**src/hdl/assert_macros.svh**
```systemverilog
// Assertion helpers; build with NO_ASSERTIONS defined to strip them.
`ifndef ASSERT_MACROS_SVH
`define ASSERT_MACROS_SVH
`ifndef NO_ASSERTIONS
`define PPS_ASSERT_IMPL(label, ante, cons) \
   label: assert property (@(posedge clock) disable iff (reset) (ante) |-> (cons)) \
      else $error("scheduler check failed");
`define PPS_ASSERT_NEXT(label, ante, cons) \
   label: assert property (@(posedge clock) disable iff (reset) (ante) |=> (cons)) \
      else $error("scheduler sequencing check failed");
`else
`define PPS_ASSERT_IMPL(label, ante, cons)
`define PPS_ASSERT_NEXT(label, ante, cons)
`endif
`endif

```
**src/hdl/pps_pkg.sv**
```systemverilog
package pps_pkg;

   localparam int DEFAULT_MAX_PROCESSES = 16;
   localparam logic [15:0] TICK_MAX = 16'hFFFF;

   localparam logic MODE_LOAD = 1'b0;
   localparam logic MODE_TICK = 1'b1;

   typedef struct packed {
      logic        mode;
      logic [7:0]  proc_id;
      logic [15:0] arrival_tick;
      logic [7:0]  burst_len;
      logic [7:0]  prio_level;
   } req_type;

   typedef struct packed {
      logic        load_rejected;
      logic        running_valid;
      logic [7:0]  running_id;
      logic [7:0]  remaining_before;
      logic        finished;
      logic [15:0] finish_tick;
      logic [15:0] turnaround;
      logic [15:0] waiting_cycles;
      logic [15:0] tick_now;
      logic        all_done;
   } rsp_type;

   // one process table slot
   typedef struct packed {
      logic [7:0]  id;
      logic [15:0] arrival;
      logic [7:0]  burst;
      logic [7:0]  rem;
      logic [7:0]  prio;
   } entry_type;

   // broadcast from the sequencer to every cell
   typedef struct packed {
      logic        load;
      logic        mark;
      logic        update;
      logic        take;
      logic        run_flag;
      logic        finish;
      logic [15:0] tick;
      entry_type   entry;
   } cell_cmd_type;

   typedef enum logic [1:0] {
      ST_IDLE,
      ST_SCAN,
      ST_DECIDE,
      ST_FINISH
   } state_type;

   // decision stage, waiting for the waiting-time subtract
   typedef struct packed {
      logic        running_valid;
      logic [7:0]  id;
      logic [7:0]  rem;
      logic        finished;
      logic [15:0] fin;
      logic [15:0] tat;
      logic [7:0]  burst;
      logic [15:0] tick_now;
      logic        all_done;
   } stage_type;

endpackage

```
**src/hdl/pps_chan_if.sv**
```systemverilog
interface pps_chan_if #(parameter type payload_type = logic);
   logic        valid;
   logic        ready;
   payload_type payload;

   modport source (output valid, output payload, input ready);
   modport sink   (input valid, input payload, output ready);
endinterface

```
**src/hdl/pps_cell.sv**
```systemverilog
module pps_cell import pps_pkg::*; #(
   parameter int SLOT_W = 4,
   parameter int CNT_W  = 5
) (
   input  logic              clock,
   input  logic              reset,
   input  logic [SLOT_W-1:0] slot_idx,
   input  cell_cmd_type      cmd,
   input  logic [CNT_W-1:0]  load_count,
   input  logic [SLOT_W-1:0] run_slot,
   input  logic [SLOT_W-1:0] best_slot,
   input  logic              in_have,
   input  logic [SLOT_W-1:0] in_slot,
   input  entry_type         in_best,
   input  logic              in_run_have,
   input  entry_type         in_run,
   output logic              out_have,
   output logic [SLOT_W-1:0] out_slot,
   output entry_type         out_best,
   output logic              out_run_have,
   output entry_type         out_run
);

   entry_type         entry_ff, entry_in;
   logic              ready_ff, ready_in;
   logic              done_ff, done_in;
   logic              have_ff, have_in;
   logic [SLOT_W-1:0] slot_ff, slot_in;
   entry_type         best_ff, best_in;
   logic              run_have_ff, run_have_in;
   entry_type         run_ff, run_in;

   logic loaded;
   logic is_run;
   logic mine;
   logic served;

   assign loaded = (CNT_W'(slot_idx) < load_count);
   assign is_run = cmd.run_flag && (slot_idx == run_slot);
   assign mine   = loaded && ready_ff && (!in_have || (entry_ff.prio < in_best.prio));
   assign served = cmd.take ? (slot_idx == best_slot) : is_run;

   always_comb begin
      entry_in = entry_ff;
      ready_in = ready_ff;
      done_in  = done_ff;
      if (cmd.load && (slot_idx == load_count[SLOT_W-1:0])) begin
         entry_in = cmd.entry;
         ready_in = 1'b0;
         done_in  = 1'b0;
      end
      if (cmd.mark && loaded && (entry_ff.arrival == cmd.tick) &&
          !ready_ff && !done_ff && !is_run) begin
         ready_in = 1'b1;
      end
      if (cmd.update) begin
         if (cmd.take && (slot_idx == best_slot)) begin
            ready_in = 1'b0;
         end
         if (cmd.take && is_run) begin
            ready_in = 1'b1;   // preempted, back in the queue
         end
         if (served) begin
            entry_in.rem = entry_ff.rem - 8'd1;
            if (cmd.finish) begin
               done_in = 1'b1;
            end
         end
      end
   end

   // token walk: best ready entry so far, and the running entry's data
   always_comb begin
      have_in     = in_have;
      slot_in     = in_slot;
      best_in     = in_best;
      run_have_in = in_run_have;
      run_in      = in_run;
      if (mine) begin
         have_in = 1'b1;
         slot_in = slot_idx;
         best_in = entry_ff;
      end
      if (is_run) begin
         run_have_in = 1'b1;
         run_in      = entry_ff;
      end
   end

   always_ff @(posedge clock) begin
      if (reset) begin
         ready_ff    <= 1'b0;
         done_ff     <= 1'b0;
         have_ff     <= 1'b0;
         run_have_ff <= 1'b0;
      end else begin
         ready_ff    <= ready_in;
         done_ff     <= done_in;
         have_ff     <= have_in;
         run_have_ff <= run_have_in;
      end
   end

   always_ff @(posedge clock) begin
      entry_ff <= entry_in;
      slot_ff  <= slot_in;
      best_ff  <= best_in;
      run_ff   <= run_in;
   end

   assign out_have     = have_ff;
   assign out_slot     = slot_ff;
   assign out_best     = best_ff;
   assign out_run_have = run_have_ff;
   assign out_run      = run_ff;

endmodule

```
**src/hdl/preemptive_priority_scheduler_core.sv**
```systemverilog
// Load transaction: result registered at acceptance, one per cycle unless stalled.
// Tick transaction: the priority token walks the cell chain in ST_SCAN, then
//   ST_DECIDE and ST_FINISH register the result; no request is taken meanwhile.
// Reset (synchronous, active high) clears the ready/done bits, counters, running
//   state and sequencer; table contents are undefined until loaded.
`include "assert_macros.svh"
module preemptive_priority_scheduler_core import pps_pkg::*; #(
   parameter int MAX_PROCESSES = DEFAULT_MAX_PROCESSES
) (
   input logic       clock,
   input logic       reset,
   pps_chan_if.sink   req_ch,
   pps_chan_if.source rsp_ch
);

   localparam int SLOT_W = $clog2(MAX_PROCESSES);
   localparam int CNT_W  = $clog2(MAX_PROCESSES + 1);

   // ------------------------------------------------------------------
   // Sequencer and global state
   // ------------------------------------------------------------------
   state_type         state_ff, state_in;
   logic [SLOT_W-1:0] scan_cnt_ff, scan_cnt_in;
   logic [CNT_W-1:0]  loaded_count_ff, loaded_count_in;
   logic [CNT_W-1:0]  completed_count_ff, completed_count_in;
   logic [15:0]       tick_counter_ff, tick_counter_in;
   logic [SLOT_W-1:0] running_slot_ff, running_slot_in;
   logic              running_flag_ff, running_flag_in;
   stage_type         stage_ff, stage_in;
   logic              rsp_valid_ff, rsp_valid_in;
   rsp_type           rsp_payload_ff, rsp_payload_in;

   cell_cmd_type      cmd;

   // token chain between cells; index 0 is the empty seed
   logic              have_w     [0:MAX_PROCESSES];
   logic [SLOT_W-1:0] slot_w     [0:MAX_PROCESSES];
   entry_type         best_w     [0:MAX_PROCESSES];
   logic              run_have_w [0:MAX_PROCESSES];
   entry_type         run_w      [0:MAX_PROCESSES];

   req_type           req;
   logic              req_fire;
   logic              load_reject;
   logic [CNT_W-1:0]  loaded_next;

   // decision terms, valid in ST_DECIDE
   entry_type         tok_best;
   entry_type         tok_run;
   logic              take;
   logic              serve_valid;
   entry_type         served;
   logic              finish;
   logic [15:0]       fin;
   logic [15:0]       tat;
   logic [CNT_W-1:0]  completed_next;
   logic [15:0]       wait_cycles;

   assign req            = req_ch.payload;
   assign req_ch.ready   = (state_ff == ST_IDLE) && (!rsp_valid_ff || rsp_ch.ready);
   assign req_fire       = req_ch.valid && req_ch.ready;
   assign rsp_ch.valid   = rsp_valid_ff;
   assign rsp_ch.payload = rsp_payload_ff;

   // Table full or zero burst refuses the load and leaves state alone.
   assign load_reject = (loaded_count_ff >= CNT_W'(MAX_PROCESSES)) || (req.burst_len == 8'd0);
   assign loaded_next = loaded_count_ff + CNT_W'(!load_reject);

   // Preempt only on a strictly smaller priority number; ties keep the
   // running process. Lowest slot wins among equal ready entries (cell rule).
   assign tok_best    = best_w[MAX_PROCESSES];
   assign tok_run     = run_w[MAX_PROCESSES];
   assign take        = have_w[MAX_PROCESSES] &&
                        (!running_flag_ff || (tok_best.prio < tok_run.prio));
   assign serve_valid = take || running_flag_ff;
   assign served      = take ? tok_best : tok_run;
   assign finish      = serve_valid && (served.rem == 8'd1);

   // finish tick saturates, turnaround and waiting time floor at zero
   assign fin = (tick_counter_ff != TICK_MAX) ? (tick_counter_ff + 16'd1) : TICK_MAX;
   assign tat = (fin >= served.arrival) ? (fin - served.arrival) : 16'd0;
   assign completed_next = completed_count_ff + CNT_W'(finish);

   assign wait_cycles = (stage_ff.finished && (stage_ff.tat >= {8'd0, stage_ff.burst})) ?
                        (stage_ff.tat - {8'd0, stage_ff.burst}) : 16'd0;

   always_comb begin
      state_in           = state_ff;
      scan_cnt_in        = scan_cnt_ff;
      loaded_count_in    = loaded_count_ff;
      completed_count_in = completed_count_ff;
      tick_counter_in    = tick_counter_ff;
      running_slot_in    = running_slot_ff;
      running_flag_in    = running_flag_ff;
      stage_in           = stage_ff;
      rsp_valid_in       = rsp_valid_ff && !rsp_ch.ready;
      rsp_payload_in     = rsp_payload_ff;

      cmd             = '0;
      cmd.run_flag    = running_flag_ff;
      cmd.tick        = tick_counter_ff;
      cmd.entry.id      = req.proc_id;
      cmd.entry.arrival = req.arrival_tick;
      cmd.entry.burst   = req.burst_len;
      cmd.entry.rem     = req.burst_len;
      cmd.entry.prio    = req.prio_level;

      unique case (state_ff)
         ST_IDLE: begin
            if (req_fire) begin
               if (req.mode == MODE_LOAD) begin
                  // load completes at acceptance
                  cmd.load                = !load_reject;
                  loaded_count_in         = loaded_next;
                  rsp_payload_in          = '0;
                  rsp_payload_in.load_rejected = load_reject;
                  rsp_payload_in.tick_now = tick_counter_ff;
                  rsp_payload_in.all_done = (completed_count_ff == loaded_next);
                  rsp_valid_in            = 1'b1;
               end else begin
                  // arrivals are marked on the acceptance edge
                  cmd.mark    = 1'b1;
                  scan_cnt_in = '0;
                  state_in    = ST_SCAN;
               end
            end
         end
         ST_SCAN: begin
            // one cell per cycle until the token leaves the last cell
            if (scan_cnt_ff == SLOT_W'(MAX_PROCESSES - 1)) begin
               state_in = ST_DECIDE;
            end else begin
               scan_cnt_in = scan_cnt_ff + SLOT_W'(1);
            end
         end
         ST_DECIDE: begin
            cmd.update         = 1'b1;
            cmd.take           = take;
            cmd.finish         = finish;
            running_slot_in    = take ? slot_w[MAX_PROCESSES] : running_slot_ff;
            running_flag_in    = serve_valid && !finish;
            completed_count_in = completed_next;
            tick_counter_in    = fin;

            stage_in.running_valid = serve_valid;
            stage_in.id            = serve_valid ? served.id : 8'd0;
            stage_in.rem           = serve_valid ? served.rem : 8'd0;
            stage_in.finished      = finish;
            stage_in.fin           = finish ? fin : 16'd0;
            stage_in.tat           = finish ? tat : 16'd0;
            stage_in.burst         = served.burst;
            stage_in.tick_now      = tick_counter_ff;
            stage_in.all_done      = (completed_next == loaded_count_ff);
            state_in               = ST_FINISH;
         end
         ST_FINISH: begin
            if (!rsp_valid_ff || rsp_ch.ready) begin
               rsp_payload_in.load_rejected    = 1'b0;
               rsp_payload_in.running_valid    = stage_ff.running_valid;
               rsp_payload_in.running_id       = stage_ff.id;
               rsp_payload_in.remaining_before = stage_ff.rem;
               rsp_payload_in.finished         = stage_ff.finished;
               rsp_payload_in.finish_tick      = stage_ff.fin;
               rsp_payload_in.turnaround       = stage_ff.tat;
               rsp_payload_in.waiting_cycles   = wait_cycles;
               rsp_payload_in.tick_now         = stage_ff.tick_now;
               rsp_payload_in.all_done         = stage_ff.all_done;
               rsp_valid_in                    = 1'b1;
               state_in                        = ST_IDLE;
            end
         end
         default: begin
            state_in = ST_IDLE;
         end
      endcase
   end

   always_ff @(posedge clock) begin
      if (reset) begin
         state_ff           <= ST_IDLE;
         scan_cnt_ff        <= '0;
         loaded_count_ff    <= '0;
         completed_count_ff <= '0;
         tick_counter_ff    <= '0;
         running_slot_ff    <= '0;
         running_flag_ff    <= 1'b0;
         rsp_valid_ff       <= 1'b0;
      end else begin
         state_ff           <= state_in;
         scan_cnt_ff        <= scan_cnt_in;
         loaded_count_ff    <= loaded_count_in;
         completed_count_ff <= completed_count_in;
         tick_counter_ff    <= tick_counter_in;
         running_slot_ff    <= running_slot_in;
         running_flag_ff    <= running_flag_in;
         rsp_valid_ff       <= rsp_valid_in;
      end
   end

   always_ff @(posedge clock) begin
      stage_ff       <= stage_in;
      rsp_payload_ff <= rsp_payload_in;
   end

   // ------------------------------------------------------------------
   // Cell chain: each cell holds one table slot and forwards the best
   // ready candidate and the running entry's data to its neighbor.
   // ------------------------------------------------------------------
   assign have_w[0]     = 1'b0;
   assign slot_w[0]     = '0;
   assign best_w[0]     = '0;
   assign run_have_w[0] = 1'b0;
   assign run_w[0]      = '0;

   for (genvar k = 0; k < MAX_PROCESSES; k++) begin : g_cell
      pps_cell #(
         .SLOT_W (SLOT_W),
         .CNT_W  (CNT_W)
      ) u_cell (
         .clock        (clock),
         .reset        (reset),
         .slot_idx     (SLOT_W'(k)),
         .cmd          (cmd),
         .load_count   (loaded_count_ff),
         .run_slot     (running_slot_ff),
         .best_slot    (slot_w[MAX_PROCESSES]),
         .in_have      (have_w[k]),
         .in_slot      (slot_w[k]),
         .in_best      (best_w[k]),
         .in_run_have  (run_have_w[k]),
         .in_run       (run_w[k]),
         .out_have     (have_w[k+1]),
         .out_slot     (slot_w[k+1]),
         .out_best     (best_w[k+1]),
         .out_run_have (run_have_w[k+1]),
         .out_run      (run_w[k+1])
      );
   end

   // ------------------------------------------------------------------
   // Checks
   // ------------------------------------------------------------------
   `PPS_ASSERT_IMPL(a_run_slot_loaded, running_flag_ff, CNT_W'(running_slot_ff) < loaded_count_ff)
   `PPS_ASSERT_IMPL(a_completed_le_loaded, 1'b1, completed_count_ff <= loaded_count_ff)
   `PPS_ASSERT_IMPL(a_tick_held_in_scan, state_ff == ST_SCAN, $stable(tick_counter_ff))
   `PPS_ASSERT_IMPL(a_run_token_found, state_ff == ST_DECIDE && running_flag_ff, run_have_w[MAX_PROCESSES])
   `PPS_ASSERT_NEXT(a_decide_to_finish, state_ff == ST_DECIDE, state_ff == ST_FINISH)

endmodule

```
**src/flat_wrapper.sv**
```systemverilog
// flat-port wrapper written by rule: the top's interface ports become plain ports
module preemptive_priority_scheduler_core_flat import pps_pkg::*;
#(
   parameter int MAX_PROCESSES = DEFAULT_MAX_PROCESSES
)
  (clock, reset, req_ch_valid, req_ch_payload, req_ch_ready, rsp_ch_valid, rsp_ch_payload, rsp_ch_ready);
  pps_chan_if #(.payload_type(req_type)) req_ch_i ();
  pps_chan_if #(.payload_type(rsp_type)) rsp_ch_i ();
  input logic clock;
  input logic reset;
  input wire logic [$bits(req_ch_i.valid)-1:0] req_ch_valid;
  input wire logic [$bits(req_ch_i.payload)-1:0] req_ch_payload;
  output wire logic [$bits(req_ch_i.ready)-1:0] req_ch_ready;
  output wire logic [$bits(rsp_ch_i.valid)-1:0] rsp_ch_valid;
  output wire logic [$bits(rsp_ch_i.payload)-1:0] rsp_ch_payload;
  input wire logic [$bits(rsp_ch_i.ready)-1:0] rsp_ch_ready;
  assign req_ch_i.valid = req_ch_valid;
  assign req_ch_i.payload = req_ch_payload;
  assign req_ch_ready = req_ch_i.ready;
  assign rsp_ch_valid = rsp_ch_i.valid;
  assign rsp_ch_payload = rsp_ch_i.payload;
  assign rsp_ch_i.ready = rsp_ch_ready;
  preemptive_priority_scheduler_core #(.MAX_PROCESSES(MAX_PROCESSES)) u_core (.clock(clock), .reset(reset), .req_ch(req_ch_i), .rsp_ch(rsp_ch_i));
endmodule
```
**config.mk**
```make
export PLATFORM = sky130hd
export DESIGN_NAME = preemptive_priority_scheduler_core_flat
export DESIGN_NICKNAME = d
export VERILOG_FILES = /design/src/hdl/pps_pkg.sv /design/src/hdl/pps_chan_if.sv /design/src/hdl/pps_cell.sv /design/src/hdl/preemptive_priority_scheduler_core.sv /design/src/flat_wrapper.sv
export VERILOG_INCLUDE_DIRS = /design/src /design/src/hdl
export SDC_FILE = /design/constraint.sdc
export NUM_CORES = 2
export LEC_CHECK = 0
export BUFFER_PORTS_ARGS = -buffer_cell sky130_fd_sc_hd__buf_2
export CORE_MARGIN = 4
export CORE_UTILIZATION = 35
export CTS_BUF_LIST = sky130_fd_sc_hd__clkbuf_16
export CTS_CLUSTER_DIAMETER = 100
export DETAILED_ROUTE_END_ITERATION = 10
export MAX_ROUTING_LAYER = met4
export SYNTH_ARGS = -nofsm -noshare
export SYNTH_HDL_FRONTEND = slang
export SYNTH_HIERARCHICAL = 1
export SYNTH_SLANG_ARGS = --single-unit
```
**constraint.sdc**
```tcl
create_clock -name clock -period 5.35 [get_ports clock]
set_clock_uncertainty 0.15 [all_clocks]
set_input_delay 0.8025 -clock clock [delete_from_list [all_inputs] [get_ports clock]]
set_output_delay 0.8025 -clock clock [all_outputs]
set_load 0.05 [all_outputs]
```
== Word-level counts from Yosys, hierarchy flattened ==
Cells that the tools add are included.
Operators by class
  eq/ne operators: 75
  add/sub/neg operators: 22
  reductions and logical operators: 282
  bitwise logic cells: 1
  magnitude comparators: 35
  mux-type cells: 281
Operators by type and width (number)
  2-to-1 mux 48 bit: 31
  2-to-1 mux 16 bit: 18
  equality test 16 bit: 16
  2-to-1 mux 8 bit: 32
  2-to-1 mux 84 bit: 3
  2-to-1 mux 1 bit: 183
  logical AND 1 bit: 182
  case mux 84 bit (2 select lines): 1
  < comparator 8 bit: 16
  subtractor 8 x 1 -> 8 bit, second input constant: 16
  equality test 4 bit, first input constant: 24
  logical NOT 1 bit: 68
  equality test 3 x 4 -> 1 bit, first input constant: 12
  < comparator 4 x 5 -> 1 bit, first input constant: 8
  equality test 2 x 4 -> 1 bit, first input constant: 6
  < comparator 3 x 5 -> 1 bit, first input constant: 4
  logical OR 1 bit: 19
  adder 16 x 1 -> 16 bit, second input constant: 1
  >= comparator 16 bit: 1
  >= comparator 16 x 8 -> 1 bit: 1
  inequality test 16 bit, second input constant: 1
  subtractor 16 bit: 1
  subtractor 16 x 8 -> 16 bit: 1
  2-to-1 mux 2 bit: 7
  25 further kinds: 44
Storage, ports and cells
  register bits after elaboration: 2609
  input bits: 45

== Depth between registers and ports, before layout ==
  depth after elaboration: 15
  gate-level depth with buffers: 19
  depth with buffers taken out: 17

== Modules after synthesis ==
Netlist, hierarchy kept.
By module, submodules not included
  pps_cell (u_core.g_cell[0].u_cell ...): times used 8, seq. area each 3443.3 um^2, cells an instance 390, area an instance 5595.4 um^2
  pps_cell (u_core.g_cell[2].u_cell ...): times used 8, seq. area each 3443.3 um^2, cells an instance 398, area an instance 5550.3 um^2
  preemptive_priority_scheduler_core: times used 1, seq. area each 5535.3 um^2, cells an instance 851, area an instance 9778.1 um^2

== Worst setup path before layout ==
No wires, ideal clock.
  kind: in2reg
  start point: in req_ch_payload[40]
  end point: reg u_core.rsp_payload_ff, in the netlist u_core/rsp_ch.payload[0] (enable)
  arrival time: 5020 ps
  cell stages on the path: 2
  setup time: 554 ps
  data required time: 4646 ps
  buffers on the path: 0
  slack: -375 ps
  cells stage by stage: nand3b_1 > a21oi_1
Between the ends
  word-level cells in the longest chain between the ends: 2
Ends and longest elaborated chain
  start, declared: RTL line flat_wrapper.sv:12  | input wire logic [$bits(req_ch_i.payload)-1:0] req_ch_payload;
  inequality test 2 bit (no source line)
  AND reduction 4 bit (no source line)
  end signal, assigned: RTL line preemptive_priority_scheduler_core.sv:202  | rsp_payload_ff <= rsp_payload_in;
  end, declared: RTL line preemptive_priority_scheduler_core.sv:31  | rsp_type rsp_payload_ff, rsp_payload_in;
Every way passes these cells.
A chain may end at the register's enable or synchronous reset.

==> metrics.yaml <==
power_and_ir_drop:
  power_density_nw_per_um2: 404
  leakage_nw: 43.8
  p_total_mw: 45.8
  vdd_drop_max_mv: 0.333
clock_network:
  cts_sinks: 2613
  cts_htree_levels: 5
  clockRootBuffer: "clkbuf_16"
  cts_setup_buffers: 0
  cts_tree: "built"
  cts_buffers: 285
  clkTransAtPathRegs_ns: 0.06
  cts_buffer_depth: 4
  clk_latency_ns: 0.91
  cts_resized: 0
  cts_hold_buf: 0
sta:
  final_hold_viol_count: 0
  fmax_mhz: 219
  maxSlewHeadroom: 0.298
  rsz0062_at_grt: "no"
  hold_ws_ns: 0.167
  finalCritPeriodShare: 0.852
  setup_tns_ns: 0
  worstMarginPinSlew_ns: 1.05
  finalMaxSlewViolations: 0
  setup_viol: 0
  layout_min_cycle_time_ns: 4.56
place:
  dp_hpwl_um: 151000
  io_buffers: 130
  gp_congestion: 0.825
routing:
  drcViolationCount: 0
  drt_pass1_iterations: 7
  antenna_left: 0
  drtIter0Drc: 3057
  wl_um: 213000
  via_count: 53340
  viasPerCell: 4.56
  avgRoutedWirePerCell_um: 18.2
critical_path:
  startpoint: "u_core/state_ff[0]"
  r2r_slack_ns: 0.79
  crit_chain: "inv_1, ha_1, nand2_1, nor3b_1, and2_1, and3_1, nand3_1, inv_2, buf_4"
  max_stage_delay_ns: 0.91
  ff2ff_path_depth: 9
  r2r-end: "u_core/g_cell[0].u_cell/entry_ff[42]"
  critical_path.endpoint_type: "flip-flop"
  cp_data_required_time_ns: 5.74
  path_class: "reg -> reg"
  crit_path_start_kind: "flip-flop"
  r2r_start: "u_core/state_ff[0]"
  cp.arrival_ns: 4.95
  worst-path-max-fanout: 25
  endpoint: "u_core/g_cell[0].u_cell/entry_ff[42]"
  slowest_stage: "and2_1"
global_routing:
  grt_max_degree: 86
  grt_antenna_before_repair: 5
  grt_pass1_wl_um: 336000
  grt_overflow: 0
  grtUsageTotal: 0.148
  first_global_vias: 55771
cells_and_area:
  synthToLayoutAreaGrowth_pct: 15.2
  drive_gt1_frac: 0.301
  fin_nets: 8047
  fillers: 25724
logic_synthesis:
  syn_area_per_cell_um2: 13.9
  yosysWarnings: 6
  synthCells: 7107
  syn_area_um2: 98500
die:
  die_area_um2: 290000
  ios: 131
  die_w_um: 538
  die_y_um: 538
  core_um2: 280000
  initial_core_util: 0.352
  num_rows: 194
run:
  max-cap-violations: 0
worst_hold_path:
  hp-class: "in -> reg"
outcome:
  outcome: "finished, final reports clean"
## power breakdown
part           internal [mW]  switching (mW)  total (mW)
Sequential              22.0            1.08        23.1
Combinational           1.94            2.72        4.66
Clock                   10.7            7.44        18.1
## through the flow
| stage | area (µm²) | utilization | worst slack, ns | std cells |
|---|---|---|---|---|
| floorplan | 99900 | - | 0.794 | 7472 |
| global placement | 105000 | 0.374 | 0.771 | 11204 |
| detailed placement | 105000 | 0.374 | 0.729 | 11204 |
| CTS | 113000 | 0.406 | 0.862 | 11701 |
| global route | 113000 | 0.406 | 0.537 | 11705 |
| finish | 113000 | 0.406 | 0.793 | 11707 |
## critical path: cells and delay by family, from the launching register on
kind / cells / cell delay, ns
adders and majority gates: 1 / 0.37
buffers and inverters: 3 / 1.10
DFF: 1 / 0.33
and+or+nand+nor: 5 / 2.19
## layout make-up
cell class | count | area [µm²] | share of cell area
sequential | 2613 | 60300 | 0.532
multi-input combinational | 4275 | 36800 | 0.325
clock buffer | 300 | 7510 | 0.0662
tap | 3724 | 4660 | 0.0411
timing repair buffer | 256 | 1640 | 0.0144
inverter | 336 | 1260 | 0.0111
clock inverter | 197 | 1200 | 0.0106
antenna | 6 | 15.0 | 0.000132
## placed cells by master, fill, tap and decap left out, types with 83 or more instances in the layout
| cell type | instances |
|---|---|
| a21oi_1 | 167 |
| buf_2 | 129 |
| buf_4 | 124 |
| clkbuf_16 | 300 |
| conb_1 | 367 |
| dfxtp_1 | 1814 |
| edfxtp_1 | 799 |
| ha_1 | 231 |
| inv_1 | 391 |
| mux2_2 | 1610 |
| mux2i_1 | 83 |
| nand2_1 | 124 |
| nand3_1 | 148 |
| nor2_1 | 195 |
| nor3_1 | 88 |
| o21ai_0 | 98 |
| xnor2_1 | 148 |
| xor2_1 | 257 |
## how the worst min path moves through the flow
| stage | endpoint | from | cells past startpoint | slack, ns |
|---|---|---|---|---|
| finish | u_core/rsp_ch.valid | rsp_ch_ready | 4 | 0.17 |
| global route | u_core/rsp_ch.valid | rsp_ch_ready | 4 | 0.15 |
| CTS | u_core/rsp_ch.valid | rsp_ch_ready | 4 | 0.08 |
| detailed placement | u_core/g_cell[1].u_cell/out_best[8] | u_core/g_cell[0].u_cell/out_best[8] | 1 | 0.27 |
| global placement | u_core/g_cell[1].u_cell/out_best[8] | u_core/g_cell[0].u_cell/out_best[8] | 1 | 0.28 |
| floorplan | u_core/g_cell[2].u_cell/out_run[8] | u_core/g_cell[1].u_cell/out_run[8] | 2 | 0.25 |
## layer usage
metal  up-vias  part of all wire  global-route usage
met2       923              0.44               0.222
li1      26534                 -                   -
met4         0             0.028              0.0454
met1     25501              0.50               0.208
met3       382             0.034              0.0209
met5         -                 0                   -
## sequential cells by signal, summed over array words and instances, names as in the netlist, 64 cells and up
signal                         cells
u_core/g_cell.u_cell/out_run     768
u_core/g_cell.u_cell/entry_ff    768
u_core/stage_ff                   75
u_core/g_cell.u_cell/out_slot     64
u_core/g_cell.u_cell/out_best    768
u_core/rsp_ch.payload             84
Power figures use the tool's default switching activity.
